--- src/design/aad_pkg.sv ---
// types and constants of the area-average downscaler
package aad_pkg;

  localparam int CFG_W    = 11;
  localparam int PIX_W    = 8;
  localparam int OROW_W   = 10;
  localparam int OCOL_W   = 8;

  localparam logic [CFG_W-1:0] RST_IN_ROWS  = 11'd512;
  localparam logic [CFG_W-1:0] RST_IN_COLS  = 11'd512;
  localparam logic [CFG_W-1:0] RST_OUT_ROWS = 11'd64;
  localparam logic [8:0]       RST_OUT_COLS = 9'd64;

  typedef enum logic [1:0] {
    REG_IN_ROWS  = 2'd0,
    REG_IN_COLS  = 2'd1,
    REG_OUT_ROWS = 2'd2,
    REG_OUT_COLS = 2'd3
  } cfg_reg_t;

  typedef enum logic [1:0] {
    DIV_COLS = 2'd0,
    DIV_ROWS = 2'd1,
    DIV_SEG  = 2'd2,
    DIV_OUT  = 2'd3
  } div_sel_t;

  typedef enum logic [3:0] {
    ST_CLAMP,
    ST_DIVC,
    ST_WAITC,
    ST_DIVR,
    ST_WAITR,
    ST_IDLE,
    ST_DIVS,
    ST_WAITS,
    ST_ACC_RD,
    ST_ACC_WR,
    ST_DIVO,
    ST_WAITO,
    ST_EMIT
  } state_t;

  typedef struct packed {
    logic     load_sizes;
    logic     div_start;
    div_sel_t div_sel;
    logic     store_col_bins;
    logic     store_row_bins;
    logic     take_pixel;
    logic     acc_read;
    logic     acc_write;
    logic     load_out;
  } cmd_t;

  typedef struct packed {
    logic div_done;
    logic bin_end;
    logic last_row;
    logic out_free;
  } status_t;

endpackage

--- src/design/aad_ctrl.sv ---
// controller: sequences setup divisions and per-bin work
module aad_ctrl (
  input  logic             clk,
  input  logic             rst,
  input  logic             cfg_we,
  input  logic             pix_valid,
  output logic             pix_ready,
  input  aad_pkg::status_t status,
  output aad_pkg::cmd_t    cmd
);
  import aad_pkg::*;

  state_t state, state_next;

  always_ff @(posedge clk) begin
    if (rst) begin
      state <= ST_CLAMP;
    end else begin
      state <= state_next;
    end
  end

  always_comb begin
    state_next = state;
    cmd        = '0;
    cmd.div_sel = DIV_COLS;
    pix_ready  = 1'b0;
    unique case (state)
      ST_CLAMP: begin
        cmd.load_sizes = 1'b1;
        state_next     = ST_DIVC;
      end
      ST_DIVC: begin
        cmd.div_start = 1'b1;
        cmd.div_sel   = DIV_COLS;
        state_next    = ST_WAITC;
      end
      ST_WAITC: begin
        if (status.div_done) begin
          cmd.store_col_bins = 1'b1;
          state_next         = ST_DIVR;
        end
      end
      ST_DIVR: begin
        cmd.div_start = 1'b1;
        cmd.div_sel   = DIV_ROWS;
        state_next    = ST_WAITR;
      end
      ST_WAITR: begin
        if (status.div_done) begin
          cmd.store_row_bins = 1'b1;
          state_next         = ST_IDLE;
        end
      end
      ST_IDLE: begin
        pix_ready = 1'b1;
        if (pix_valid) begin
          cmd.take_pixel = 1'b1;
          if (status.bin_end) state_next = ST_DIVS;
        end
      end
      ST_DIVS: begin
        cmd.div_start = 1'b1;
        cmd.div_sel   = DIV_SEG;
        state_next    = ST_WAITS;
      end
      ST_WAITS: begin
        if (status.div_done) begin
          cmd.acc_read = 1'b1;
          state_next   = ST_ACC_RD;
        end
      end
      ST_ACC_RD: begin
        state_next = ST_ACC_WR;
      end
      ST_ACC_WR: begin
        cmd.acc_write = 1'b1;
        state_next    = status.last_row ? ST_DIVO : ST_IDLE;
      end
      ST_DIVO: begin
        cmd.div_start = 1'b1;
        cmd.div_sel   = DIV_OUT;
        state_next    = ST_WAITO;
      end
      ST_WAITO: begin
        if (status.div_done) state_next = ST_EMIT;
      end
      ST_EMIT: begin
        if (status.out_free) begin
          cmd.load_out = 1'b1;
          state_next   = ST_IDLE;
        end
      end
      default: state_next = ST_CLAMP;
    endcase
    // new sizes: recompute the bin split
    if (cfg_we) begin
      state_next = ST_CLAMP;
    end
  end
endmodule

--- config.mk ---
export PLATFORM = sky130hd
export DESIGN_NAME = aad_ctrl
export DESIGN_NICKNAME = d
export VERILOG_FILES = /design/src/design/aad_pkg.sv /design/src/design/aad_ctrl.sv
export SDC_FILE = /design/constraint.sdc
export NUM_CORES = 1
export LEC_CHECK = 0
export BUFFER_PORTS_ARGS = -buffer_cell sky130_fd_sc_hd__buf_2
export CAP_MARGIN = 20
export CORE_AREA = 2 2 39 41
export DETAILED_ROUTE_END_ITERATION = 10
export DIE_AREA = 0 0 41 43
export PLACE_DENSITY = 0.61
export SYNTH_ARGS = -nofsm -noshare
export SYNTH_HDL_FRONTEND = slang
export SYNTH_SLANG_ARGS = --single-unit
--- constraint.sdc ---
create_clock -name clk -period 1.9 [get_ports clk]
set_input_delay 0.38 -clock clk [delete_from_list [all_inputs] [get_ports clk]]
set_output_delay 0.38 -clock clk [all_outputs]
set_load 0.05 [all_outputs]
Word-level counts from Yosys, hierarchy flattened
Cells that the tools add are included.
{"block": "op_classes", "eq_ne": 19, "mux": 21, "reduce_logical": 3}
{"op": "one-hot mux 4 bit (13 select lines)", "n": 1}
{"op": "2-to-1 mux 4 bit", "n": 8}
{"op": "equality test 4 bit, second input constant", "n": 5}
{"op": "equality test 4 x 3 -> 1 bit, second input constant", "n": 4}
{"op": "inequality test 2 bit, second input constant", "n": 7}
{"op": "one-hot mux 3 bit (4 select lines)", "n": 1}
{"op": "2-to-1 mux 1 bit", "n": 11}
{"op": "equality test 4 x 2 -> 1 bit, second input constant", "n": 2}
{"op": "AND reduction 7 bit", "n": 1}
{"op": "equality test 4 x 1 -> 1 bit, second input constant", "n": 1}
{"op": "logical NOT 4 bit", "n": 1}
{"op": "OR reduction 2 bit", "n": 1}
{"block": "word_totals", "reg_bits": 4, "in_bits": 8, "output_inout_bits": 11, "elab_cells": 44}

Depth between registers and ports, before layout
{"block": "depth", "depth_word": 3, "ltp_mapped": 6, "ltp_nobuf": 4}

Worst setup path before layout
No wires, ideal clock.
{"block": "synth_path", "kind": "register -> output", "start": "reg state[2]", "end": "out cmd[9] in the netlist's numbering", "t_arrival_ns": 2.131, "required_time_ns": 1.520, "path_slack_ns": -0.611, "path_stages_with_launch": 4, "path_buffers": 2, "cell_sequence": "dfxtp_1 -> buf_4 -> clkbuf_1 -> nor4_1"}
{"element": "from (decl)", "line": "aad_ctrl.sv:13", "source": "state_t state, state_next;"}
{"element": "from (signal assigned)", "line": "aad_ctrl.sv:19", "source": "state <= state_next;"}
{"element": "to (decl)", "line": "aad_ctrl.sv:9", "source": "output aad_pkg::cmd_t cmd"}

==> flow_summary.ini <==
[power_and_ir_drop]
swShare_pct = 28.4
power_density_nw_per_um2 = 377
p_int_mw = 0.180
p_comb_share_pct = 22.7
p_total_mw = 0.252
switchingPower_mw = 0.0716
clkPwrFrac_pct = 39.9
max-vdd-ir-drop_mv = 0.293
p_leak_nw = 0.284
sequentialPowerShare_pct = 37.4

[worst_setup_path]
reg2reg_to = state[2]$_SDFFE_PP0P_
arrival_ps = 1400
ff2ff_setup_slack_ps = 450
reg2reg_depth = 4
crit_path_start_kind = flip-flop
crit_type = flip-flop to output pin
critPathLaunch = state[1]$_SDFFE_PP0P_
cp_max_fo = 8
cp.required_ps = 1520
crit_path_end_kind = output pin
reg2reg_from = state[2]$_SDFFE_PP0P_

[synthesis]
synth_nets = 77
netlist_area_um2 = 505
yosysUniqueCellTypes = 31
avgSynthCellArea_um2 = 7.33
syn_inst = 69
yosysWarnings = 0
ys_seq_area_share_pct = 15.8
synth_seq_cells = 4

[grt]
grt_pass1_vias = 437
grt_usage_pct = 14.2
grt_antenna_before_repair = 0
grt_max_degree = 15
grt_first_pass_wirelength_um = 1730
grt_overflow = 0

[placed_design]
io_buffers = 18
dpl.hpwl_um = 896
pre_cts_ws_ps = 233
gp_congestion = 0.772
placedCellCount = 102

[drt]
drt_iter0_drc = 3
first_pass_iters = 4
vias = 547
finalWirelength_um = 1130
vias_per_cell = 5.21
drc = 0
wire_per_inst_um = 10.7
antenna_left = 0

[finish]
final_common_cell = buf_2
n_antenna_cell = 0
layout.cells.most_common_list = 18 x buf_2, 8 x nand2_1, 6 x nor2_1, 6 x nor2b_1, 6 x buf_4
layout.nets = 99
drive_above_1_share_pct = 43.8
syn_to_final_growth_pct = 32.2
largest_register = state
reg_top3 = state (4)
largest_reg_flops = 4
utilization_pct = 48.3
final_cells = 105
n_fill_cell = 152

[sta]
slew_headroom_pct = 76.5
skew_ps = 2.36
setup_slack_ps = 123
setup_violations = 0
rsz0062_at_grt = false
fmax_mhz = 563
fin_crit_sh_pct = 93.5
whs_ps = 473
fin_crit_ps = 1780
worstMarginPinSlew_ps = 352
finalHoldViolations = 0
slew_viol_final = 0

[clocking]
htreeDepth = 1
numCtsBuffers = 3
clkTransAtPathRegs_ps = 30
clk_path_buf_depth = 2
clk_latency_ps = 230
cts_setup_buffers = 0
root_buffer = clkbuf_4
clock-sinks = 4
cts-hold-fix-buffers = 0
cts_tree = built

[die]
coreArea_um2 = 1380
chipHeight_um = 43
start_util_pct = 36.5
die_w_um = 41
io-pin-count = 19
rows = 14
dieArea_um2 = 1760

[worst_hold_path]
whs_path_depth = 4
worstHoldStart = rst
hold_end = state[3]$_SDFFE_PP0P_
hp-class = primary input to flip-flop

[job]
drv_cap = 0

[status]
status = complete, no violations
-- stage by stage --
| step | instance area [um^2] | TNS, ps |
|---|---|---|
| final | 668 | 0 |
| after global routing | 668 | 0 |
| after CTS | 666 | 0 |
| after detailed placement | 642 | 0 |
| after global placement | 642 | 0 |
| after floorplan | 531 | -84.9 |
-- kinds of logic (layout without fill, tap and decap cells) --
group	after synthesis	after routing	synth area share (%)
buf+inv	9	29	10.1
flops	4	4	15.8
simple gates	36	36	41.3
xor+xnor	3	3	5.20
compound gates	13	13	19.6
mux	4	4	7.92
-- power groups by stage --
stage	registers (mW)	logic [mW]	clock network (mW)
floorplan	0.0893	0.0453	0
global placement	0.0950	0.0565	0
detailed placement	0.0948	0.0573	0
CTS	0.0936	0.0576	0.106
global route	0.0949	0.0620	0.115
finish	0.0942	0.0571	0.100
-- cell usage after synthesis (all sizes together) --
cell type	count	area (um^2)
nand4	1	6.26
dfxtp	4	80.1
nor3	1	5.00
and3b	1	8.76
o21ai	4	20.0
mux2i	4	40.0
and3	2	12.5
and2	2	12.5
and4	1	8.76
buf	5	36.3
a21o	2	15.0
o31ai	1	7.51
a21oi	1	5.00
o22ai	1	6.26
a311oi	1	15.0
o211ai	1	7.51
and4b	1	10.0
nand2b	3	18.8
o21bai	1	7.51
o221ai	1	15.0
nor4b	1	15.0
nor2	6	22.5
nor4	1	6.26
xnor2	3	26.3
nor2b	6	37.5
nand2	8	30.0
inv	2	7.51
clkbuf	2	7.51
nor3b	2	15.0
-- area by class of cell --
class | instances | area, um^2 | share of cell area (%)
Multi-Input combinational cell | 56 | 399 | 59.7
Timing Repair Buffer | 24 | 135 | 20.2
Sequential cell | 4 | 83.8 | 12.5
Clock buffer | 3 | 22.5 | 3.37
Tap cell | 16 | 20.0 | 3.00
Inverter | 2 | 7.51 | 1.12
-- what timing repair did --
| action | CTS | global route |
|---|---|---|
| endpoints found under the setup margin | 1 | 7 |
| gates cloned | 0 | 0 |
| resized for setup | 1 | 2 |
-- worst max-delay path by stage --
| stage | to | slack [ps] | cells after the start |
|---|---|---|---|
| floorplan | cmd[9] | -60 | 3 |
| global placement | cmd[4] | 270 | 3 |
| detailed placement | cmd[4] | 230 | 3 |
| CTS | cmd[6] | 9 | 4 |
| global route | cmd[3] | 30 | 4 |
| finish | cmd[3] | 120 | 4 |
-- layer usage --
layer  part of all wire [%]  track usage (%)  up-vias  wire length [um]
li1                       -                -      282                 -
met1                     47             17.7      255               534
met2                     50             22.2       10               561
met3                    2.7             6.28        0                30
met4                      0             2.00        0                 0
met5                      0                0        -                 0
-- critical path: stages (launching register included) --
cell,delay [ps]
dfxtp_1,470
nor2_1,100
and3_2,220
and2_2,180
buf_2,200
(Power assumes the default switching activity.)
